### src/sv/vef_pkg.sv
// Shared types and constants of the vertical emboss filter.
// No dependencies; compile first.
package vef_pkg;

	localparam int PIX_W         = 8;
	localparam int CFG_W         = 10;
	localparam int ROW_W         = 9;
	localparam int MAX_HEIGHT    = 512;
	localparam int MAX_WIDTH_DEF = 512;
	localparam int Q_DEPTH       = 2;
	localparam int APB_DW        = 32;
	localparam int PADDR_W       = 3;
	localparam int EMBOSS_BIAS   = 128;
	localparam int PIX_MAX       = 255;

	localparam logic [CFG_W-1:0] CFG_RESET = CFG_W'(512);

	typedef struct packed {
		logic [PIX_W-1:0] red;
		logic [PIX_W-1:0] green;
		logic [PIX_W-1:0] blue;
	} pixel_t;

	// One queued input's worth of work for the output side
	typedef struct packed {
		pixel_t res;
		pixel_t px;
		logic   has_res;
		logic   has_px;
	} vef_entry_t;

	typedef struct packed {
		logic [CFG_W-1:0] width;
		logic [CFG_W-1:0] height;
	} vef_cfg_t;

	typedef enum logic {
		REG_WIDTH  = 1'b0,
		REG_HEIGHT = 1'b1
	} vef_reg_t;

	typedef enum logic {
		BK_FIRST,
		BK_SECOND
	} back_state_t;

endpackage

### src/sv/vef_if.sv


interface vef_out_if;
	import vef_pkg::*;
	logic             valid;
	logic             ready;
	logic [PIX_W-1:0] red_out;
	logic [PIX_W-1:0] green_out;
	logic [PIX_W-1:0] blue_out;
	logic             last_of_run;

	modport source (output valid, red_out, green_out, blue_out, last_of_run, input ready);
	modport sink   (input valid, red_out, green_out, blue_out, last_of_run, output ready);
endinterface

### src/sv/vef_back.sv
// Back end: expands each work entry into one or two output transfers
// through a registered output stage. Depends on vef_pkg, vef_out_if.
module vef_back (
	input  logic                clk,
	input  logic                arst_n,
	input  logic                pop_valid,
	output logic                pop_ready,
	input  vef_pkg::vef_entry_t pop_entry,
	vef_out_if.source           pix_out
);
	import vef_pkg::*;

	back_state_t state_q;
	back_state_t state_d;
	logic        load;
	logic        out_fire;
	logic        sel_res;
	logic        out_valid_q;
	pixel_t      out_px_q;
	logic        out_last_q;

	assign load     = ~out_valid_q | pix_out.ready;
	assign out_fire = load & pop_valid;

	// Send the delayed result first, then the entry's own pixel
	always_comb begin
		state_d   = state_q;
		pop_ready = 1'b0;
		sel_res   = 1'b0;
		case (state_q)
			BK_FIRST: begin
				if (pop_entry.has_res) begin
					sel_res = 1'b1;
					if (pop_entry.has_px) begin
						if (out_fire) begin
							state_d = BK_SECOND;
						end
					end else begin
						pop_ready = load;
					end
				end else begin
					pop_ready = load;
				end
			end
			BK_SECOND: begin
				pop_ready = load;
				if (out_fire) begin
					state_d = BK_FIRST;
				end
			end
			default: begin
				state_d = BK_FIRST;
			end
		endcase
	end

	always_ff @(posedge clk or negedge arst_n) begin
		if (!arst_n) begin
			state_q     <= BK_FIRST;
			out_valid_q <= 1'b0;
		end else begin
			state_q <= state_d;
			if (load) begin
				out_valid_q <= pop_valid;
			end
		end
	end

	// Load the output register when it is free or being drained
	always_ff @(posedge clk) begin
		if (out_fire) begin
			out_px_q   <= sel_res ? pop_entry.res : pop_entry.px;
			out_last_q <= sel_res ? ~pop_entry.has_px : 1'b1;
		end
	end

	assign pix_out.valid       = out_valid_q;
	assign pix_out.red_out     = out_px_q.red;
	assign pix_out.green_out   = out_px_q.green;
	assign pix_out.blue_out    = out_px_q.blue;
	assign pix_out.last_of_run = out_last_q;
endmodule

### src/flat_wrapper.sv
// flat-port wrapper written by rule: the top's interface ports become plain ports
module vef_back_flat import vef_pkg::*;
  (clk, arst_n, pop_valid, pop_ready, pop_entry, pix_out_valid, pix_out_red_out, pix_out_green_out, pix_out_blue_out, pix_out_last_of_run, pix_out_ready);
  vef_out_if pix_out_i ();
  input  logic clk;
  input  logic arst_n;
  input  logic pop_valid;
  output logic pop_ready;
  input  vef_pkg::vef_entry_t pop_entry;
  output wire logic [$bits(pix_out_i.valid)-1:0] pix_out_valid;
  output wire logic [$bits(pix_out_i.red_out)-1:0] pix_out_red_out;
  output wire logic [$bits(pix_out_i.green_out)-1:0] pix_out_green_out;
  output wire logic [$bits(pix_out_i.blue_out)-1:0] pix_out_blue_out;
  output wire logic [$bits(pix_out_i.last_of_run)-1:0] pix_out_last_of_run;
  input wire logic [$bits(pix_out_i.ready)-1:0] pix_out_ready;
  assign pix_out_valid = pix_out_i.valid;
  assign pix_out_red_out = pix_out_i.red_out;
  assign pix_out_green_out = pix_out_i.green_out;
  assign pix_out_blue_out = pix_out_i.blue_out;
  assign pix_out_last_of_run = pix_out_i.last_of_run;
  assign pix_out_i.ready = pix_out_ready;
  vef_back u_core (.clk(clk), .arst_n(arst_n), .pop_valid(pop_valid), .pop_ready(pop_ready), .pop_entry(pop_entry), .pix_out(pix_out_i));
endmodule
### config.mk
export PLATFORM = sky130hd
export DESIGN_NAME = vef_back_flat
export DESIGN_NICKNAME = d
export VERILOG_FILES = /design/src/sv/vef_pkg.sv /design/src/sv/vef_if.sv /design/src/sv/vef_back.sv /design/src/flat_wrapper.sv
export SDC_FILE = /design/constraint.sdc
export NUM_CORES = 1
export LEC_CHECK = 0
export ABC_AREA = 1
export BUFFER_PORTS_ARGS = -buffer_cell sky130_fd_sc_hd__buf_2
export CORE_ASPECT_RATIO = 1.5
export CORE_UTILIZATION = 44
export CTS_CLUSTER_DIAMETER = 30
export DETAILED_ROUTE_END_ITERATION = 10
export GPL_ROUTABILITY_DRIVEN = 0
export PLACE_DENSITY_LB_ADDON = 0.08
export SLEW_MARGIN = 20
export SYNTH_ARGS = -nofsm -noshare
export SYNTH_HDL_FRONTEND = slang
export SYNTH_SLANG_ARGS = --single-unit
### constraint.sdc
create_clock -name clk -period 4.7 [get_ports clk]
set_input_delay 0.47 -clock clk [delete_from_list [all_inputs] [get_ports clk]]
set_output_delay 0.47 -clock clk [all_outputs]
set_load 0.005 [all_outputs]
=== Word-level counts from Yosys, hierarchy flattened ===
Cells that the tools add are included.
Widths: inputs -> output; s select.

* Word-level logic and storage cells: 22
* Flip-flop bits (word level): 27
* Output and inout port bits: 27
* Bits in latches: 0
* Input port bits: 54
* ROM bits: 0
* Memories: 0
* Memory bits (writable): 0

* Divide/modulo/power cells: 0
* Reduce and logical (&&, ||, !) cells: 0
* Equal/unequal tests: 0
* Multiply operators: 0
* Bitwise operators: 5
* $add $sub $neg: 0
* Multiplexer cells: 11
* Shifts and indexed selects: 0
* Order comparisons: 0

{| class="wikitable"
|+ Operators with widths
! cell !! count
|-
| $mux 24 || 1
|-
| $mux 1 || 8
|-
| $pmux 1 s2 || 2
|-
| $not 1->1 || 3
|-
| $and 1x1->1 || 1
|-
| $or 1x1->1 || 1
|}

=== Logic depth before layout (Yosys ltp) ===
Gate-level depths: netlist of run 1.

* Word-level depth: 7
* Gate-level depth with buffers: 6
* Gate-level depth less buffers: 6

=== Least setup slack after synthesis of run 1 ===
OpenSTA, ideal clock, no wires.

* Path type: input-to-reg
* From: input port pop_valid
* To: register u_core.out_px_q (netlist bit u_core.pix_out.blue_out[0]), enable pin
* Path buffers: 0
* Library setup time: 417 ps
* Stages on the path: 2
* Data required time: 4283 ps
* Data arrival time: 1789 ps
* Slack: 2494 ps
* Path through: inv_1 > a21oi_1

* Cells in the longest elaborated chain, start to end: 1

{| class="wikitable"
|+ Ends and longest elaborated chain
! item !! line !! source
|-
| start: declaration || flat_wrapper.sv:7 || <nowiki>input logic pop_valid;</nowiki>
|-
| $and 1x1->1 || vef_back.sv:23 || <nowiki>assign out_fire = load & pop_valid;</nowiki>
|-
| end signal: assignment || vef_back.sv:72 || <nowiki>out_px_q <= sel_res ? pop_entry.res : pop_entry.px;</nowiki>
|-
| end: declaration || vef_back.sv:19 || <nowiki>pixel_t out_px_q;</nowiki>
|}

Every way passes these cells.
A chain may end at the register's enable or synchronous reset.

=== Worst setup path in the final report of run 1 ===
* From: register u_core.state_q
* To: output port pop_ready

* Cells in the longest elaborated chain, start to end: 2

{| class="wikitable"
|+ Ends and longest elaborated chain
! item !! line !! source
|-
| start: declaration || vef_back.sv:13 || <nowiki>back_state_t state_q;</nowiki>
|-
| start signal: assignment || vef_back.sv:62 || <nowiki>state_q <= state_d;</nowiki>
|-
| $not 1->1 || vef_back.sv:30 || <nowiki>case (state_q)</nowiki>
|-
| $pmux 1 s2 (*) || vef_back.sv:30 ||
|-
| end: declaration || flat_wrapper.sv:8 || <nowiki>output logic pop_ready;</nowiki>
|}

Every way passes the cells marked *; elsewhere a longest branch is shown, timed or not.

==> metrics, run 1 <==
die area=2906 sq um; kind of critical path=reg2out; clk_lat worst skew=310 ps; Port-buffer cells=80; critical path fanouts, max=26; FMAX=0.4977 GHz; Lkg Pwr=0.8762 nW; fin crit period=2009 ps; CTS root buf=clkbuf_4; Final Hold Fails=0; worst hold path type=in2reg; CTS tree=done; H-tree depth=1; Synth top area share=63.42%; WL/cell=10.46 microns; post-synth cell types=11; drt initial violations=39; cell area power density=290.5 nW/um^2; Initial Utilization=47.25%; Post-CTS Setup Inserts=0; flop and latch count out of synthesis=27; overall routed net length=2489 microns; Syn-to-layout area delta=38.58%; # clock sinks=27; antenna cells=0; status=complete, no violations; Final Cycle Share=42.75%; via count=1060; Num CTS Buffers=3; initial antenna violation count=0; synth top area cells=edfxtp_1, nand2_1, dfrtp_1; floorplan row count=22; Total GRT Usage=18.53%; Post-DP Area=1603 sq um; Die W=44.35 microns; DR pass1 iterations=4; slew at the pin with the worst max-slew slack=318.0 ps; PostCTS Resize Cnt=0; Post-DP HPWL=1844 microns; Clock transition at path regs=130 ps; peak supply drop=0.2004 mV; pin count of the biggest net entering global routing=27; Final #Nets=257; residual DRC count=0; Setup Skew=5.455 ps; Vias/cell=4.454; Mapped Area=1184 sq um; grt ovf=0; die height=65.52 microns; Final Cell Area=1640 sq um; Synthesis Warnings=0; core box area=2505 sq um; vias in the first global route=996; synthesized instance count=120; first-pass GRT wire length=3926 microns; Startpoint Class=flop; fin. max-slew vios=0; crit path DAT=1540 ps; Setup TNS=0 ps; max_cap viols=0; final setup violating endpoints=0; share of the yosys chip area belonging to registers=67.65%; RSZ-0062 raised after global routing=false; setup ws final=2691 ps; antenna-violating nets left=0; Post-Syn Nets=174; Max-slew headroom=78.80%; pre-CTS setup slack=2891 ps; Synth area leader=edfxtp_1; CP required=4230 ps; io pins=81; Clock Path Buffers=2; share of layout cells above drive strength 1=44.06%; syn_area_per_cell=9.864 sq um; Crit. End Element=output pin
-- cell usage in the layout (no fill, tap or decap) --
| cell | synthesis | layout |
|---|---|---|
| inv_4 | 1 | 1 |
| edfxtp_1 | 25 | 25 |
| nand2_4 | 1 | 1 |
| buf_4 | 2 | 1 |
| buf_2 | 0 | 80 |
| clkbuf_4 | 0 | 3 |
| nand2_1 | 80 | 80 |
| inv_1 | 4 | 4 |
| nor2_1 | 1 | 1 |
| a21oi_2 | 0 | 1 |
| clkinv_2 | 0 | 1 |
| inv_2 | 1 | 1 |
| dfrtp_1 | 2 | 2 |
| dlygate4sd3_1 | 0 | 1 |
-- registers in the layout (all words and copies together) (netlist names) --
signal	flops
u_core.pix_out.blue_out	8
u_core.pix_out.red_out	8
u_core.state_q	1
u_core.pix_out.green_out	8
u_core.pix_out.valid	1
u_core.pix_out.last_of_run	1
-- cells in the mapped netlist --
cell	n
nand2_1	80
inv_4	1
nor2_1	1
inv_1	4
inv_2	1
dfrtp_1	2
a21oi_1	1
buf_6	2
buf_4	2
edfxtp_1	25
nand2_4	1
-- cell type report --
class / instances / area (sq um)
Timing Repair Buffer: 82 / 417.9
Inverter: 6 / 25.02
Tap cell: 36 / 45.04
Sequential cell: 27 / 800.8
Clock inverter: 1 / 5.005
Clock buffer: 3 / 22.52
Multi-Input combinational cell: 83 / 324.1
Fill cell: 210 / 864.6
-- power breakdown --
group	total, mW	switching (mW)	leakage (nW)	internal (mW)
combinational	0.0883	0.0480	0.595	0.0403
sequential	0.292	0.00480	0.263	0.287
clock	0.0963	0.0645	0.0177	0.0318
-- metal layers --
metal / wire, microns / GRT usage [%]
met1: 997 / 20.62
met2: 1278 / 32.72
met3: 174 / 2.198
met4: 38 / 10.61
met5: 0 / 0
-- repair_timing --
item | in CTS | in global routing
endpoints found under the setup margin | 0 | 0
hold buffers | 1 | 0
endpoints found under the hold margin | 2 | 0
-- through the flow --
step | hold WS, ps | cells | total power, mW | utilization [%]
finish | 374.9 | 238 | 0.4765 | 65.48
floorplan | 174.4 | 120 | 0.3445 | -
CTS | 365.8 | 238 | 0.4814 | 65.48
detailed placement | 258.7 | 233 | 0.3861 | 63.99
global route | 378.7 | 238 | 0.5029 | 65.48
global placement | 257.0 | 233 | 0.3833 | 63.99
-- worst max-delay path: stages, from the launching register on --
cell     delay, ps
dfrtp_1        410
inv_2           70
nand2_4        160
inv_4          260
nand2_1        100
nand2_1         70
inv_1           30
buf_2          110
-- cell families after synthesis --
| kind of cell | synth area share (%) |
|---|---|
| simple gates | 26.64 |
| flops | 67.65 |
| compound gates | 0.4224 |
| buf+inv | 5.285 |
-- worst paths after layout --
kind | startpoint | to | slack (ps) | depth (start not counted)
max in group asynchronous | arst_n | u_core.state_q | 4140 | 2
max reg2reg | u_core.state_q | u_core.pix_out.last_of_run | 3450 | 4
min | pop_valid | u_core.pix_out.valid | 370 | 3
min in group asynchronous | arst_n | u_core.pix_out.valid | 470 | 2
min reg2reg | u_core.state_q | u_core.state_q | 530 | 2
max | u_core.state_q | pop_ready | 2690 | 7
Power figures use the tool's default switching activity.
==> run 2, diff against run 1 <==
--- a/config.mk
+++ b/config.mk
@@ -5,10 +5,10 @@
 export SDC_FILE = /design/constraint.sdc
 export NUM_CORES = 1
 export LEC_CHECK = 0
-export ABC_AREA = 1
+export ABC_AREA = 0
 export BUFFER_PORTS_ARGS = -buffer_cell sky130_fd_sc_hd__buf_2
 export CORE_ASPECT_RATIO = 1.5
-export CORE_UTILIZATION = 44
+export CORE_UTILIZATION = 37
 export CTS_CLUSTER_DIAMETER = 30
 export DETAILED_ROUTE_END_ITERATION = 10
 export GPL_ROUTABILITY_DRIVEN = 0
==> constraint.sdc (replaced) <==
create_clock -name clk -period 1.83 [get_ports clk]
set_input_delay 0.183 -clock clk [delete_from_list [all_inputs] [get_ports clk]]
set_output_delay 0.183 -clock clk [all_outputs]
set_load 0.005 [all_outputs]
==> run 2 against run 1 <==
Effect of this change: die area rose by 24%; total power grew to 2.8 times the previous value; global-route usage down 5.5 points; largest cell class unchanged; largest power group unchanged.
==> metrics, run 2 <==
Synthesis Warnings=0; drt initial violations=14; Vias/cell=4.348; Final Hold Fails=0; Multi-input gate area=394.1 sq um; Final Cycle Share=91.65%; CP max stage delay=420 ps; Synth top cells by count=edfxtp_1, mux2_4, mux2_2; share of layout cells above drive strength 1=75.51%; Fill cells=316; Final #Nets=202; Startpoint Class=flop; FF/Latch Area=800.8 sq um; critical path's top delay family=flip-flops; Die W=49.36 microns; Lkg Pwr=0.8128 nW; Clock transition at path regs=90 ps; critical path fanouts, max=17; Post-Syn Nets=116; Post-DP HPWL=1700 microns; clk_lat worst skew=270 ps; post-synth cell types=12; Syn-to-layout area delta=38.69%; Mapped Area=1245 sq um; initial antenna violation count=0; Initial Utilization=39.02%; # clock sinks=27; Clock Path Buffers=2; WL/cell=11.75 microns; floorplan row count=25; CP required=1650 ps; fin crit period=1677 ps; max_cap viols=0; overall routed net length=2198 microns; DR pass1 iterations=2; grt ovf=0; number of synthesized flops with an enable pin=25; synth top area cells=edfxtp_1, mux2_4, mux2_2; Power Total=1.344 mW; first-pass GRT wire length=3484 microns; Setup TNS=0 ps; vias in the first global route=845; Setup Skew=3.543 ps; CTS hold repair buffers=1; RSZ-0062 raised after global routing=false; synthesized instance count=62; CP bufs+invs=2; PostCTS Resize Cnt=0; Worst path slowest cell=dfrtp_1; via count=813; final setup violating endpoints=0; most common cell after layout, fill and taps aside=buf_2; async set-reset flop share out of synthesis=7.407%; antenna cells=0; syn_area_per_cell=20.08 sq um; pre-CTS setup slack=390.2 ps; Crit. End Element=output pin; antenna-violating nets left=0; cell count after placement=182; CTS tree=done; count leader, synth=edfxtp_1; share of the yosys chip area belonging to registers=64.32%; die area=3605 sq um; flop and latch count out of synthesis=27; CP cell instances=nor2b_4, buf_4, nand2_1, and2_1, buf_2; Max-slew headroom=77.71%; cell area power density=778.3 nW/um^2; io pins=81; status=complete, no violations; Total GRT Usage=13.05%; Num CTS Buffers=3; kind of critical path=reg2out; slew at the pin with the worst max-slew slack=334.4 ps; peak supply drop=0.5260 mV; Final Non-Filler Cells=187; pin count of the biggest net entering global routing=27; Synth area leader=edfxtp_1; Synth top area share=60.30%; die height=73.04 microns; setup ws final=152.8 ps; instance count on the critical path=5; fin. max-slew vios=0; Hold Path Depth=2; residual DRC count=0; Port-buffer cells=80; worst hold path type=in2reg; H-tree depth=1; core box area=3191 sq um; Post-CTS Setup Inserts=0; crit path DAT=1490 ps; dominant synthesized flop cell=edfxtp_1; CTS root buf=clkbuf_8; FMAX=0.5962 GHz; WHS=112.3 ps; most frequent cells in the layout=buf_2, edfxtp_1, mux2_4; cell depth of the worst flop-to-flop path=3
-- run 2: changes by cell type after synthesis, sizes merged --
cell	previous run	this run
a21oi	1	0
and2	0	2
buf	4	3
inv	6	1
mux2	0	24
mux2i	0	1
nand2	81	1
nand2b	0	2
nor2	1	0
nor2b	0	1
-- run 2: path summary, 6_finish.rpt --
| check | from | to | slack (ps) |
|---|---|---|---|
| worst max-delay path | u_core.state_q | pop_ready | 150 |
| worst min-delay path | pop_valid | u_core.pix_out.valid | 110 |
| worst max register to register | u_core.state_q | u_core.pix_out.red_out[7] | 400 |
| worst min register to register | u_core.pix_out.valid | u_core.pix_out.valid | 530 |
| max in group asynchronous | arst_n | u_core.state_q | 1520 |
| min in group asynchronous | arst_n | u_core.pix_out.valid | 220 |
-- run 2: power by group --
group          switching, mW  internal, mW
logic                 0.0961         0.167
registers             0.0118         0.735
clock network          0.178         0.156
total                  0.286          1.06
-- run 2: cell families after synthesis --
logic type | count (synthesis) | share of synthesized area (%)
buffers and inverters | 4 | 4.422
muxes | 25 | 28.24
DFF | 27 | 64.32
and+or+nand+nor | 6 | 3.015
-- run 2: per-stage QoR --
step / util [%] / instance area, sq um
floorplan: - / 1245
global placement: 52.39 / 1672
detailed placement: 52.39 / 1672
CTS: 54.12 / 1727
global route: 54.12 / 1727
finish: 54.12 / 1727
-- run 2: cell type report --
class	count	share of cell area, %
sequential	27	46.38
timing repair buffer	84	25.07
multi-input combinational	31	22.83
tap	40	2.899
clock buffer	4	2.609
inverter	1	0.2174
-- run 2: metal layers --
layer	part of all wire, %	GRT usage (%)	vias up
li1	-	-	405
met1	36	12.50	355
met2	53	24.20	49
met3	9.1	3.750	4
met4	1.7	7.843	0
met5	0	0	-
==> run 3, diff against run 2 <==
--- a/config.mk
+++ b/config.mk
@@ -13,7 +13,8 @@
 export DETAILED_ROUTE_END_ITERATION = 10
 export GPL_ROUTABILITY_DRIVEN = 0
 export PLACE_DENSITY_LB_ADDON = 0.08
-export SLEW_MARGIN = 20
+export RECOVER_POWER = 100
+export SLEW_MARGIN = 15
 export SYNTH_ARGS = -nofsm -noshare
 export SYNTH_HDL_FRONTEND = slang
 export SYNTH_SLANG_ARGS = --single-unit
==> run 3 against run 2 <==
Effect of this change: combinational power decreased by 20%; sequential power hardly changed; utilization is 2.7 points lower; via count down 0.86%; largest cell class unchanged; highest routed layer unchanged.
==> metrics, run 3 (same netlist as run 2, synthesis figures left out) <==
peak supply drop=0.5214 mV; kind of critical path=reg2out; antenna-violating nets left=0; Post-CTS Setup Inserts=0; first-pass GRT wire length=3484 microns; Lkg Pwr=0.7098 nW; status=complete, no violations; most common cell after layout, fill and taps aside=buf_2; cell depth of the worst flop-to-flop path=3; residual DRC count=0; WHS=111.7 ps; share of layout cells above drive strength 1=55.78%; cell area power density=788.8 nW/um^2; clk_lat worst skew=270 ps; Syn-to-layout area delta=31.76%; Die W=49.36 microns; PostCTS Resize Cnt=0; Hold Path Depth=2; grt ovf=0; Clk network pwr share=25.9%; core box area=3191 sq um; RSZ-0062 raised after global routing=false; Startpoint Class=flop; overall routed net length=2196 microns; io pins=81; die height=73.04 microns; drt initial violations=8; R2R Path Start=u_core.state_q; worst hold path type=in2reg; Vias/cell=4.310; Power Total=1.294 mW; pin count of the biggest net entering global routing=27; Total GRT Usage=13.05%; Final Cycle Share=88.59%; sequential share of power=57.8%; Sw Pwr=0.2809 mW; internal power=1.013 mW; Max-slew headroom=56.39%; vias in the first global route=845; slew at the pin with the worst max-slew slack=654.2 ps; Setup TNS=0 ps; Final Cell Area=1640 sq um; H-tree depth=1; CTS tree=done; Post-DP Area=1672 sq um; most frequent cells in the layout=buf_2, edfxtp_1, mux2_1; WL/cell=11.74 microns; HP Start=pop_valid; Num CTS Buffers=3; critical path fanouts, max=17; worst r2r dst=u_core.pix_out.blue_out[1]; Clock transition at path regs=90 ps; initial antenna violation count=0; max_cap viols=0; fin crit period=1621 ps; Setup Skew=1.943 ps; Clock Path Buffers=2; via count=806; reg2reg setup slack=270 ps; # clock sinks=27; Fill cells=337; antenna cells=0; Final Hold Fails=0; FMAX=0.6168 GHz; floorplan row count=25; CTS root buf=clkbuf_8; crit path DAT=1440 ps; DR pass1 iterations=2; die area=3605 sq um; Sw Share=21.71%; Post-DP HPWL=1700 microns; final setup violating endpoints=0; CTS hold repair buffers=1; fin. max-slew vios=0; Port-buffer cells=80; Hold Path Sink=u_core.pix_out.valid; CP required=1650 ps; Crit. End Element=output pin; power share of the combinational group=16.3%; Final #Nets=202; Initial Utilization=39.02%
run 3: changes by cell type in the layout (fill, tap and decap cells not counted), sizes merged:
cell    previous run  this run
clkbuf             4        16
buf               83        71
run 3: per-stage QoR:
stage | utilization, % | setup WS (ps) | std cells
after floorplan | - | 292.9 | 62
after global placement | 52.39 | 424.0 | 182
after detailed placement | 52.39 | 390.2 | 182
after CTS | 54.12 | 109.7 | 187
after global routing | 51.41 | 87.78 | 187
final | 51.41 | 208.7 | 187
run 3: per-layer routing:
layer  global-route usage [%]  wire length [microns]  vias to the layer above
met5                        0                      0                        -
met2                    24.20                   1161                       49
met4                    7.843                     38                        0
met3                    3.750                    206                        4
met1                    12.50                    789                      348
li1                         -                      -                      405
run 3: final cells by class:
cell class / instances / area [sq um] / area share [%]
clock buffer: 4 / 45.04 / 2.746
tap: 40 / 50.05 / 3.051
timing repair buffer: 84 / 414.1 / 25.25
multi-input combinational: 31 / 326.6 / 19.91
inverter: 1 / 3.754 / 0.2288
sequential: 27 / 800.8 / 48.82
run 3: worst max-delay path by stage:
stage	from	cells after the start	endpoint	slack, ps
floorplan	u_core.pix_out.valid	2	u_core.pix_out.blue_out[0]	290
global placement	u_core.state_q	3	u_core.pix_out.blue_out[0]	420
detailed placement	u_core.state_q	3	u_core.pix_out.red_out[7]	390
CTS	u_core.state_q	5	pop_ready	110
global route	u_core.state_q	5	pop_ready	90
finish	u_core.state_q	5	pop_ready	210
run 3: worst max-delay path, stage by stage (launching register included):
cell and delay (ps):
dfrtp_1 420, nor2b_4 120, buf_4 240, nand2_1 120, and2_1 150, buf_2 120
run 3: power by group through the flow:
stage / logic [mW] / clock network, mW / registers, mW
2_1_floorplan: 0.164 / 0 / 0.768
3_3_place_gp: 0.260 / 0 / 0.760
3_5_place_dp: 0.267 / 0 / 0.761
4_1_cts: 0.269 / 0.350 / 0.748
5_1_grt: 0.235 / 0.368 / 0.752
6_report: 0.211 / 0.336 / 0.748
