$ cat src/sv/vef_pkg.sv
// Shared types and constants of the vertical emboss filter.
// No dependencies; compile first.
package vef_pkg;

	localparam int PIX_W         = 8;
	localparam int CFG_W         = 10;
	localparam int ROW_W         = 9;
	localparam int MAX_HEIGHT    = 512;
	localparam int MAX_WIDTH_DEF = 512;
	localparam int Q_DEPTH       = 2;
	localparam int APB_DW        = 32;
	localparam int PADDR_W       = 3;
	localparam int EMBOSS_BIAS   = 128;
	localparam int PIX_MAX       = 255;

	localparam logic [CFG_W-1:0] CFG_RESET = CFG_W'(512);

	typedef struct packed {
		logic [PIX_W-1:0] red;
		logic [PIX_W-1:0] green;
		logic [PIX_W-1:0] blue;
	} pixel_t;

	// One queued input's worth of work for the output side
	typedef struct packed {
		pixel_t res;
		pixel_t px;
		logic   has_res;
		logic   has_px;
	} vef_entry_t;

	typedef struct packed {
		logic [CFG_W-1:0] width;
		logic [CFG_W-1:0] height;
	} vef_cfg_t;

	typedef enum logic {
		REG_WIDTH  = 1'b0,
		REG_HEIGHT = 1'b1
	} vef_reg_t;

	typedef enum logic {
		BK_FIRST,
		BK_SECOND
	} back_state_t;

endpackage

$ cat src/sv/vef_queue.sv
// Short FIFO of work entries between the front and back ends.
// Depends on vef_pkg.
module vef_queue (
	input  logic                clk,
	input  logic                arst_n,
	input  logic                push_valid,
	output logic                push_ready,
	input  vef_pkg::vef_entry_t push_entry,
	output logic                pop_valid,
	input  logic                pop_ready,
	output vef_pkg::vef_entry_t pop_entry
);
	import vef_pkg::*;

	localparam int PW   = $clog2(Q_DEPTH);
	localparam int CNTW = $clog2(Q_DEPTH + 1);

	vef_entry_t      slot_q [Q_DEPTH];
	logic [PW-1:0]   wptr_q;
	logic [PW-1:0]   rptr_q;
	logic [CNTW-1:0] count_q;
	logic            push;
	logic            pop;

	function automatic logic [PW-1:0] next_ptr(input logic [PW-1:0] p);
		return (p == PW'(Q_DEPTH - 1)) ? '0 : p + PW'(1);
	endfunction

	assign push_ready = count_q != CNTW'(Q_DEPTH);
	assign pop_valid  = count_q != '0;
	assign pop_entry  = slot_q[rptr_q];
	assign push       = push_valid & push_ready;
	assign pop        = pop_valid & pop_ready;

	// Track pointers and fill level
	always_ff @(posedge clk or negedge arst_n) begin
		if (!arst_n) begin
			wptr_q  <= '0;
			rptr_q  <= '0;
			count_q <= '0;
		end else begin
			if (push) begin
				wptr_q <= next_ptr(wptr_q);
			end
			if (pop) begin
				rptr_q <= next_ptr(rptr_q);
			end
			case ({push, pop})
				2'b10:   count_q <= count_q + CNTW'(1);
				2'b01:   count_q <= count_q - CNTW'(1);
				default: count_q <= count_q;
			endcase
		end
	end

	always_ff @(posedge clk) begin
		if (push) begin
			slot_q[wptr_q] <= push_entry;
		end
	end
endmodule

$ cat config.mk
export PLATFORM = sky130hd
export DESIGN_NAME = vef_queue
export DESIGN_NICKNAME = d
export VERILOG_FILES = /design/src/sv/vef_pkg.sv /design/src/sv/vef_queue.sv
export SDC_FILE = /design/constraint.sdc
export NUM_CORES = 1
export LEC_CHECK = 0
export ABC_AREA = 0
export ABC_CLOCK_PERIOD_IN_PS = 3600
export BUFFER_PORTS_ARGS = -buffer_cell sky130_fd_sc_hd__buf_2
export CAP_MARGIN = 30
export CORE_ASPECT_RATIO = 0.75
export CORE_MARGIN = 2
export CORE_UTILIZATION = 51
export DETAILED_ROUTE_END_ITERATION = 6
export PLACE_DENSITY_LB_ADDON = 0.25
export SLEW_MARGIN = 10
export SYNTH_ARGS = -nofsm -noshare
export SYNTH_HDL_FRONTEND = slang
export SYNTH_SLANG_ARGS = --single-unit
export TNS_END_PERCENT = 50
$ cat constraint.sdc
create_clock -name clk -period 3.6 [get_ports clk]
set_input_delay 0.72 -clock clk [delete_from_list [all_inputs] [get_ports clk]]
set_output_delay 0.72 -clock clk [all_outputs]
set_load 0.01 [all_outputs]
---- After elaboration in Yosys (flattened, before gate mapping) ----
Memory sizes are Yosys's and may differ from the RTL's.
Cells that the tools add are included.
W data, S select, Z words.
word-level totals
  register bits ........................... 4
  bits in writable memories ............... 100
  output and inout port bits .............. 52
  memories kept ........................... 1
operators by class
  add/subtract/negate cells ............... 4
  equality and inequality tests ........... 3
  mux-type cells .......................... 5
  bitwise operators ....................... 2
  reduce and logical (&&, ||, !) cells .... 2
memories
  memory  words  width  read ports  clocked after Yosys merged registers in  wr ports  RTL line         RTL
  slot_q  2      50     1           0                                        1         vef_queue.sv:18  vef_entry_t slot_q [Q_DEPTH];
operators with widths
  kind                   count
  $mux W1                4
  $pmux W2 S2            1
  $reduce_bool A2 Y1     2
  $add A1 B1 Y1 const B  2
  $add A2 B1 Y2 const B  1
  $and A1 B1 Y1          2
  $eq A2 B1 Y1 const B   1
  $eq A2 B2 Y1 const B   1
  $ne A2 B2 Y1 const B   1
  $sub A2 B1 Y2 const B  1

---- Depth between registers and ports, before layout ----
Gate-level depths: netlist of run 1.
  depth after elaboration ................. 4
  gate-level depth with buffers ........... 6
  mapped depth without buffers ............ 6

---- Worst setup path before layout of run 1 ----
Ideal clock, no wire load.
  kind .................................... input -> register
  start point ............................. input push_valid
  end point ............................... memory slot_q[0][0] (netlist name), enable pin
  library setup time ...................... 458 ps
  arrival time ............................ 2915 ps
  setup slack ............................. 228 ps
  stages on the path ...................... 2
  cells stage by stage .................... nand2_1 nor2_1
between the ends
  cells in the longest elaborated chain, start to end .. 3
RTL lines
  what                           RTL line         RTL
  start, declared                vef_queue.sv:6   input logic push_valid,
  $and A1 B1 Y1                  vef_queue.sv:32  assign push = push_valid & push_ready;
  $mux W1                        vef_queue.sv:57  if (push) begin
  $mux W1 (implied by the code)  vef_queue.sv:58  slot_q[wptr_q] <= push_entry;
  end, declared                  vef_queue.sv:18
Every way passes these cells.

==> flow_metrics.py, run 1 <==
metrics = {
    "status": {
        "status": "completed",
    },
    "global_routing": {
        "overflow": 0,
        "top_usage_layer": "met2",
        "grt_pass1_vias": 1981,
        "use_met3_pct": 7.47,
        "grt_usage_pct": 16.2,
        "grt_pass1_wl_um": 9850,
        "use_met1_pct": 20.0,
        "antenna_found_initial": 1,
        "grt.met2_usage_pct": 25.6,
        "grt_max_degree": 32,
    },
    "pwr": {
        "peakVddDrop_uv": 357,
        "p_leak_nw": 1.78,
        "total_power_mw": 3.66,
        "power.density_nw_per_um2": 778,
    },
    "floorplan": {
        "die_h_um": 79.1,
        "placementRows": 27,
        "initial_utilization_pct": 52.4,
        "core-area_sq_um": 7330,
        "chipWidth_um": 104,
        "die_area_sq_um": 8250,
        "ioPinCount": 106,
    },
    "setup_path": {
        "crit_arrival_ps": 1880,
        "start_kind": "flop",
        "reg2reg_depth": 3,
        "crit_fanout": 31,
        "end_kind": "output port",
        "required_ps": 2880,
        "crit_type": "reg -> out",
    },
    "flow_run": {
        "maxCapViolations": 0,
    },
    "logic_synthesis": {
        "ys_warn_count": 0,
        "ys_types": 15,
        "synthesis.nets": 228,
        "synth_most_common_cell": "edfxtp_1",
        "syn_inst": 173,
        "yosysSeqAreaShare_pct": 80.8,
        "synth-main-ff-cell": "edfxtp_1",
        "async_flop_share_pct": 3.85,
        "synth_top_area_share_pct": 78.2,
        "synth_top_area_cell": "edfxtp_1",
        "synth-edff-count": 100,
        "yosys-top-cells-count": "100 x edfxtp_1, 46 x mux2_2, 6 x buf_6",
        "synth_area_per_cell_sq_um": 22.2,
        "ys_top_cells_by_area": "edfxtp_1 78%, mux2_2 13%, dfrtp_1 2.6%",
        "ys_ff_latch": 104,
        "syn_area_sq_um": 3840,
    },
    "clocking": {
        "clkTransAtPathRegs_ps": 90,
        "post_cts.repair.setup_buffers": 0,
        "hold_buffers": 0,
        "cts_resized": 0,
        "root_buffer": "clkbuf_8",
        "cts_tree": "done",
        "h-tree-depth": 3,
        "ctsLongestPathBuffers": 2,
        "cts_sinks": 104,
        "worstSkewPairLatency_ps": 340,
        "cts_buffers": 9,
    },
    "placed_design": {
        "placed_area_sq_um": 4480,
        "place_inst": 378,
        "gp_congestion": 0.755,
        "port_buffers": 105,
        "dp_hpwl_um": 4290,
    },
    "sta": {
        "min_period_ps": 2600,
        "worstMarginPinSlew_ps": 781,
        "maxSlewViolCount": 0,
        "holdWs_ps": 165,
        "relSlewSlack_pct": 48.0,
        "rsz0062_at_grt": "false",
        "fmax_mhz": 384,
        "post-route-period-util_pct": 72.3,
        "hold_violations": 0,
        "final.setup.tns_ps": 0,
        "setup_viol": 0,
        "fin_worst_skew_ps": 4.01,
    },
    "cells_and_area": {
        "finalNetCount": 343,
        "final_cells": 394,
        "fillers": 562,
        "area.growth.synth_to_final_pct": 22.5,
        "stdcell_area_sq_um": 4700,
        "drive_above_1_share_pct": 60.8,
        "diodes": 0,
    },
    "route": {
        "drt_pass1_iterations": 5,
        "antenna_left": 0,
        "post_drt_wl_per_cell_um": 16.2,
        "finalWirelength_um": 6370,
        "drt-initial-drc-count": 69,
        "drt-vias-per-instance": 4.92,
        "num_vias": 1939,
        "drc": 0,
    },
    "min_path": {
        "hold_class": "in -> async",
    },
}
==> per-stage QoR <==
step	setup WS (ps)	utilization, %
3_5_place_dp	1380	61.2
6_report	998	64.1
3_3_place_gp	1390	61.2
2_1_floorplan	228	-
4_1_cts	975	64.1
5_1_grt	885	64.1
==> placed cells by master, fill, tap and decap left out, drive strengths merged, types with 2 or more instances in the layout <==
cell / Yosys / final
edfxtp: 100 / 100
buf: 6 / 110
mux2: 50 / 50
bufinv: 0 / 2
clkbuf: 0 / 9
dfrtp: 4 / 4
xnor2: 3 / 3
xor2: 2 / 2
nor2: 2 / 2
clkinv: 0 / 2
inv: 0 / 2
==> worst max-delay path, stage by stage (launching register included) <==
cell and delay, ps:
dfrtp_2 710, buf_12 280, mux2_2 370, buf_2 140
==> area by class of cell <==
| class | count | area (sq um) | share of cell area [%] |
|---|---|---|---|
| sequential | 104 | 3100 | 66.0 |
| clock inverter | 7 | 93.8 | 2.00 |
| clock buffer | 9 | 124 | 2.63 |
| multi-input combinational | 63 | 678 | 14.4 |
| timing repair buffer | 110 | 576 | 12.2 |
| tap | 101 | 126 | 2.69 |
==> cells by family after synthesis <==
group,share of synthesized area (%)
xor+xnor,1.14
mux,15.0
buf+inv,1.76
simple gates,1.01
flops,80.8
fa+ha+maj,0.326
==> power by group <==
group | switching [mW] | total [mW] | internal [mW]
clock network | 0.367 | 0.760 | 0.393
registers | 0.118 | 1.77 | 1.65
logic | 0.579 | 1.13 | 0.549
==> path summary, 6_finish.rpt <==
| check | start | to | slack (ps) |
|---|---|---|---|
| setup / recovery | rptr_q$_DFFE_PN0P_ | pop_entry[36] | 1000 |
| hold / removal | arst_n | rptr_q$_DFFE_PN0P_ | 170 |
| setup reg to reg | count_q[0]$_DFFE_PN0P_ | slot_q[1][1]$_DFFE_PP_ | 1680 |
| hold reg to reg | count_q[1]$_DFFE_PN0P_ | count_q[1]$_DFFE_PN0P_ | 520 |
| max in group asynchronous | arst_n | rptr_q$_DFFE_PN0P_ | 3300 |
| min in group clk | count_q[1]$_DFFE_PN0P_ | count_q[1]$_DFFE_PN0P_ | 520 |
==> state kept, by name (all words and copies together) (netlist names) <==
register  count
count_q       2
slot_q      100
wptr_q        1
rptr_q        1
==> layer usage <==
metal	part of all wire, %	vias to the layer above
met5	0.17	-
met4	0.83	2
met3	8.6	8
met2	48	74
met1	43	950
li1	-	905
(Power assumes the default switching activity.)
==> inputs of run 2 (changes only) <==
--- a/config.mk
+++ b/config.mk
@@ -6,7 +6,7 @@
 export NUM_CORES = 1
 export LEC_CHECK = 0
 export ABC_AREA = 0
-export ABC_CLOCK_PERIOD_IN_PS = 3600
+export ABC_CLOCK_PERIOD_IN_PS = 2500
 export BUFFER_PORTS_ARGS = -buffer_cell sky130_fd_sc_hd__buf_2
 export CAP_MARGIN = 30
 export CORE_ASPECT_RATIO = 0.75
==> constraint.sdc (replaced) <==
create_clock -name clk -period 2.5 [get_ports clk]
set_input_delay 0.5 -clock clk [delete_from_list [all_inputs] [get_ports clk]]
set_output_delay 0.5 -clock clk [all_outputs]
set_load 0.01 [all_outputs]
==> run 2 against run 1 <==
Compared with the run above: sequential cell count unchanged; sequential power up 42%; first-iteration DRC count up 12%; sequential share of layout area down 0.25 points; worst hold slack better by 160 ps; critical path depth unchanged; final cell count up 0.51%; global-route usage down 0.64 points.
==> flow_metrics.py, run 2 (same netlist as run 1, synthesis figures left out) <==
metrics = {
    "route": {
        "num_vias": 1927,
        "drt-vias-per-instance": 4.87,
        "finalWirelength_um": 6170,
        "drt_pass1_iterations": 4,
        "drt-initial-drc-count": 77,
        "post_drt_wl_per_cell_um": 15.6,
        "antenna_left": 0,
        "drc": 0,
    },
    "setup_path": {
        "crit_fanout": 15,
        "crit_path_cell_trace": "buf_4 -> mux2_2 -> buf_2",
        "end_kind": "output port",
        "cp_slowest_cell": "dfrtp_2",
        "cp_slowest_stage_delay_ps": 580,
        "crit_buf_inv": 2,
        "reg2reg_to": "count_q[1]$_DFFE_PN0P_",
        "required_ps": 2000,
        "crit_arrival_ps": 1760,
        "start_kind": "flop",
        "critPathTopFamily": "flip-flops",
        "regToRegSetupSlack_ps": 1000,
        "crit_type": "reg -> out",
        "reg2reg_depth": 5,
        "reg2reg_from": "count_q[0]$_DFFE_PN0P_",
    },
    "sta": {
        "rsz0062_at_grt": "false",
        "min_period_ps": 2260,
        "maxSlewViolCount": 0,
        "final.setup.tns_ps": 0,
        "fin_worst_skew_ps": 11.8,
        "worstMarginPinSlew_ps": 359,
        "hold_violations": 0,
        "relSlewSlack_pct": 76.1,
        "post-route-period-util_pct": 90.6,
        "setup_viol": 0,
        "fmax_mhz": 442,
    },
    "floorplan": {
        "ioPinCount": 106,
        "placementRows": 27,
        "chipWidth_um": 104,
        "initial_utilization_pct": 52.4,
        "die_area_sq_um": 8250,
        "core-area_sq_um": 7330,
        "die_h_um": 79.1,
    },
    "cells_and_area": {
        "top_register": "slot_q",
        "final_common_cell": "buf_2",
        "drive_above_1_share_pct": 60.7,
        "most-common-layout-cells": "105 x buf_2, 100 x edfxtp_1, 46 x mux2_2",
        "finalNetCount": 345,
        "area.growth.synth_to_final_pct": 22.9,
        "top_regs": "slot_q (100), count_q (2)",
        "diodes": 0,
        "largest_register_ffs": 100,
        "final_util_pct": 64.4,
        "stdcell_area_sq_um": 4720,
    },
    "clocking": {
        "cts_sinks": 104,
        "clkTransAtPathRegs_ps": 90,
        "root_buffer": "clkbuf_8",
        "h-tree-depth": 3,
        "cts_tree": "done",
        "cts_buffers": 9,
        "worstSkewPairLatency_ps": 360,
        "post_cts.repair.setup_buffers": 0,
        "ctsLongestPathBuffers": 2,
    },
    "placed_design": {
        "port_buffers": 105,
        "gp_congestion": 0.761,
        "placed_area_sq_um": 4490,
        "dp_hpwl_um": 4090,
    },
    "global_routing": {
        "grt_usage_pct": 15.6,
        "grt_pass1_vias": 1910,
        "grt_max_degree": 27,
        "antenna_found_initial": 0,
        "overflow": 0,
        "grt_pass1_wl_um": 9470,
    },
    "pwr": {
        "pwr-share-clk_pct": 20.9,
        "p_sw_mw": 1.52,
        "sw_frac_of_total_pct": 28.8,
        "p_leak_nw": 1.79,
        "p_int_mw": 3.75,
        "power.density_nw_per_um2": 1120,
        "combPwrFrac_pct": 31.2,
        "peakVddDrop_uv": 498,
        "seqPwrFrac_pct": 47.9,
    },
    "min_path": {
        "hold_depth": 1,
        "hold_path_end": "slot_q[0][38]$_DFFE_PP_",
        "min_from": "push_entry[38]",
        "hold_class": "in -> reg",
    },
    "status": {
        "status": "completed",
    },
    "flow_run": {
        "maxCapViolations": 0,
    },
}
==> run 2: cell types whose count changed in the layout (fill, tap and decap cells not counted), sizes merged <==
cell | before | now
buf | 110 | 111
dlygate4sd3 | 0 | 1
inv | 2 | 1
clkinv | 2 | 3
==> run 2: area by class of cell <==
| type | instances | area [sq um] |
|---|---|---|
| sequential | 104 | 3100 |
| fill | 523 | 2610 |
| multi-input combinational | 63 | 678 |
| timing repair buffer | 112 | 593 |
| tap | 101 | 126 |
| clock buffer | 9 | 124 |
| clock inverter | 7 | 93.8 |
==> run 2: worst max-delay path by stage <==
stage / endpoint / cells after the start / from
floorplan: slot_q[0][0]$_DFFE_PP_ / 3 / count_q[0]$_DFFE_PN0P_
global placement: pop_entry[48] / 3 / rptr_q$_DFFE_PN0P_
detailed placement: pop_entry[48] / 3 / rptr_q$_DFFE_PN0P_
CTS: pop_entry[48] / 3 / rptr_q$_DFFE_PN0P_
global route: pop_entry[15] / 3 / rptr_q$_DFFE_PN0P_
finish: pop_entry[48] / 3 / rptr_q$_DFFE_PN0P_
==> run 2: per-layer routing <==
metal,share of wire [%],routed length (um),vias to the layer above,GRT usage [%]
li1,-,-,912,-
met1,46,2840,926,19.8
met2,44,2730,77,23.6
met3,8.0,492,12,6.73
met4,1.7,104,0,7.03
met5,0,0,-,0
==> run 2: power groups by stage <==
stage	clock network [mW]	registers [mW]	logic (mW)
2_1_floorplan	0	2.51	1.16
3_3_place_gp	0	2.56	1.66
3_5_place_dp	0	2.57	1.67
4_1_cts	1.13	2.53	1.68
5_1_grt	1.19	2.57	1.78
6_report	1.10	2.52	1.64
==> run 2: repair_timing <==
item	4_1_cts	5_1_grt
hold buffers	1	0
gates resized for setup	0	0
hold endpoints to repair	4	0
==> run 2: worst reg2reg max path: cells and delay by family, from the launching register on <==
family	cells	cell delay (ps)
AND/OR/NAND/NOR	3	550
adder cells (fa/ha/maj)	1	290
flip-flops	1	420
XOR/XNOR	1	160
==> run 2: per-stage QoR <==
step	std cells	power (mW)	hold WS, ps	setup slack (ps)
3_5_place_dp	379	4.24	315	604
2_1_floorplan	173	3.67	204	69.3
4_1_cts	396	5.34	306	193
6_report	396	5.26	326	236
5_1_grt	396	5.54	298	119
3_3_place_gp	379	4.22	312	646
==> inputs of run 3 (changes only) <==
--- a/config.mk
+++ b/config.mk
@@ -6,14 +6,14 @@
 export NUM_CORES = 1
 export LEC_CHECK = 0
 export ABC_AREA = 0
-export ABC_CLOCK_PERIOD_IN_PS = 2500
 export BUFFER_PORTS_ARGS = -buffer_cell sky130_fd_sc_hd__buf_2
 export CAP_MARGIN = 30
 export CORE_ASPECT_RATIO = 0.75
 export CORE_MARGIN = 2
-export CORE_UTILIZATION = 51
+export CORE_UTILIZATION = 55
 export DETAILED_ROUTE_END_ITERATION = 6
 export PLACE_DENSITY_LB_ADDON = 0.25
+export SETUP_SLACK_MARGIN = 0.5
 export SLEW_MARGIN = 10
 export SYNTH_ARGS = -nofsm -noshare
 export SYNTH_HDL_FRONTEND = slang
==> constraint.sdc (replaced) <==
create_clock -name clk -period 2.74 [get_ports clk]
set_input_delay 0.548 -clock clk [delete_from_list [all_inputs] [get_ports clk]]
set_output_delay 0.548 -clock clk [all_outputs]
set_load 0.01 [all_outputs]
==> run 3 against run 2 <==
Compared with the run above: cell area unchanged; sequential share of layout area increased by 0.053 points; setup slack improved by 420 ps; sequential power shrank 9.1%; combinational power decreased by 3%; first-iteration DRC count decreased by 10%; clock skew down 2.5 ps; core utilization rose by 5.0 points; total power fell by 7.6%; critical path type unchanged; highest routed layer unchanged.
==> flow_metrics.py, run 3 (same netlist as run 1, synthesis figures left out) <==
metrics = {
    "cells_and_area": {
        "area.growth.synth_to_final_pct": 22.9,
        "multi_input_area_sq_um": 678,
        "final_util_pct": 69.4,
        "diodes": 0,
        "largest_register_ffs": 100,
        "final_cells": 380,
        "top_register": "slot_q",
        "fillers": 478,
        "finalNetCount": 347,
        "top_regs": "slot_q (100), count_q (2)",
        "final_common_cell": "buf_2",
        "most-common-layout-cells": "105 x buf_2, 100 x edfxtp_1, 46 x mux2_2",
        "drive_above_1_share_pct": 60.8,
        "regArea_sq_um": 3110,
    },
    "global_routing": {
        "antenna_found_initial": 0,
        "grt_pass1_wl_um": 10000,
        "grt_pass1_vias": 2005,
        "grt_max_degree": 32,
        "overflow": 0,
        "grt_usage_pct": 18.0,
    },
    "floorplan": {
        "initial_utilization_pct": 56.5,
        "chipWidth_um": 100,
        "core-area_sq_um": 6800,
        "placementRows": 26,
        "ioPinCount": 106,
        "die_h_um": 76.4,
        "die_area_sq_um": 7670,
    },
    "setup_path": {
        "reg2reg_depth": 3,
        "endpoint": "pop_entry[32]",
        "regToRegSetupSlack_ps": 1060,
        "crit_start": "rptr_q$_DFFE_PN0P_",
        "end_kind": "output port",
        "critPathTopFamily": "flip-flops",
        "start_kind": "flop",
        "cp_slowest_cell": "dfrtp_4",
        "crit_arrival_ps": 1540,
        "worst-path-stages": 3,
        "cp_slowest_stage_delay_ps": 450,
        "crit_path_cell_trace": "buf_12 -> mux2_2 -> buf_2",
        "crit_buf_inv": 2,
        "reg2reg_from": "count_q[0]$_DFFE_PN0P_",
        "reg2reg_to": "slot_q[1][3]$_DFFE_PP_",
        "required_ps": 2190,
        "crit_fanout": 31,
        "crit_type": "reg -> out",
    },
    "route": {
        "drt_pass1_iterations": 4,
        "post_drt_wl_per_cell_um": 17.5,
        "finalWirelength_um": 6640,
        "drc": 0,
        "drt-initial-drc-count": 69,
        "num_vias": 1963,
        "antenna_left": 0,
        "drt-vias-per-instance": 5.17,
    },
    "pwr": {
        "p_leak_nw": 1.79,
        "seqPwrFrac_pct": 47.1,
        "combPwrFrac_pct": 32.7,
        "p_int_mw": 3.45,
        "sw_frac_of_total_pct": 29.1,
        "p_sw_mw": 1.41,
        "peakVddDrop_uv": 533,
        "power.density_nw_per_um2": 1030,
        "pwr-share-clk_pct": 20.2,
    },
    "placed_design": {
        "gp_congestion": 0.692,
        "place_inst": 361,
        "port_buffers": 105,
    },
    "min_path": {
        "min_from": "push_entry[37]",
        "hold_class": "in -> reg",
    },
    "sta": {
        "relSlewSlack_pct": 66.9,
        "maxSlewViolCount": 0,
        "hold_violations": 0,
        "fmax_mhz": 479,
        "rsz0062_at_grt": "false",
        "worstMarginPinSlew_ps": 496,
        "post-route-period-util_pct": 76.2,
        "fin_worst_skew_ps": 9.27,
        "setup_viol": 0,
        "final.setup.tns_ps": 0,
        "min_period_ps": 2090,
    },
    "status": {
        "status": "completed",
    },
    "clocking": {
        "h-tree-depth": 3,
        "worstSkewPairLatency_ps": 350,
        "cts_buffers": 9,
        "cts_tree": "done",
        "root_buffer": "clkbuf_8",
        "cts_sinks": 104,
        "clkTransAtPathRegs_ps": 90,
        "ctsLongestPathBuffers": 2,
    },
    "flow_run": {
        "maxCapViolations": 0,
    },
}
run 3: how the worst min path moves through the flow:
stage	endpoint	slack [ps]	cells past startpoint
after floorplan	count_q[0]$_DFFE_PN0P_	250	0
after global placement	wptr_q$_DFFE_PN0P_	370	1
after detailed placement	wptr_q$_DFFE_PN0P_	370	1
after CTS	slot_q[0][12]$_DFFE_PP_	350	1
after global routing	slot_q[0][37]$_DFFE_PP_	350	1
final	slot_q[0][37]$_DFFE_PP_	380	1
run 3: final cells by class:
type	count	area share [%]
multi-input cells	63	14.4
well taps	84	2.23
flip-flops and latches	104	65.8
clock buffers	9	2.62
clock inverters	6	1.80
repair buffers	114	13.1
run 3: stage by stage:
step	hold slack [ps]	area [sq um]	worst slack (ps)	power [mW]
after floorplan	252	3850	483	3.35
after global placement	366	4480	689	3.86
after detailed placement	365	4480	704	3.89
after CTS	354	4720	618	4.92
after global routing	350	4720	579	5.10
final	377	4720	653	4.86
run 3: power by group through the flow:
| stage | Combinational, mW | Sequential, mW | Clock (mW) |
|---|---|---|---|
| 2_1_floorplan | 1.07 | 2.28 | 0 |
| 3_3_place_gp | 1.51 | 2.35 | 0 |
| 3_5_place_dp | 1.52 | 2.37 | 0 |
| 4_1_cts | 1.63 | 2.29 | 1.01 |
| 5_1_grt | 1.72 | 2.32 | 1.06 |
| 6_report | 1.59 | 2.29 | 0.982 |
run 3: routing by layer:
layer | track usage (%) | part of all wire, %
met5 | 0 | 0
met4 | 6.85 | 1.1
met3 | 5.78 | 6.2
met2 | 28.0 | 48
met1 | 23.9 | 45
run 3: repair_timing:
action | 4_1_cts | 5_1_grt
hold endpoints to repair | 4 | 0
gates resized for setup | 1 | 0
buffers inserted | 3 | 0
hold buffers | 1 | 0
endpoints found under the setup margin | 31 | 0
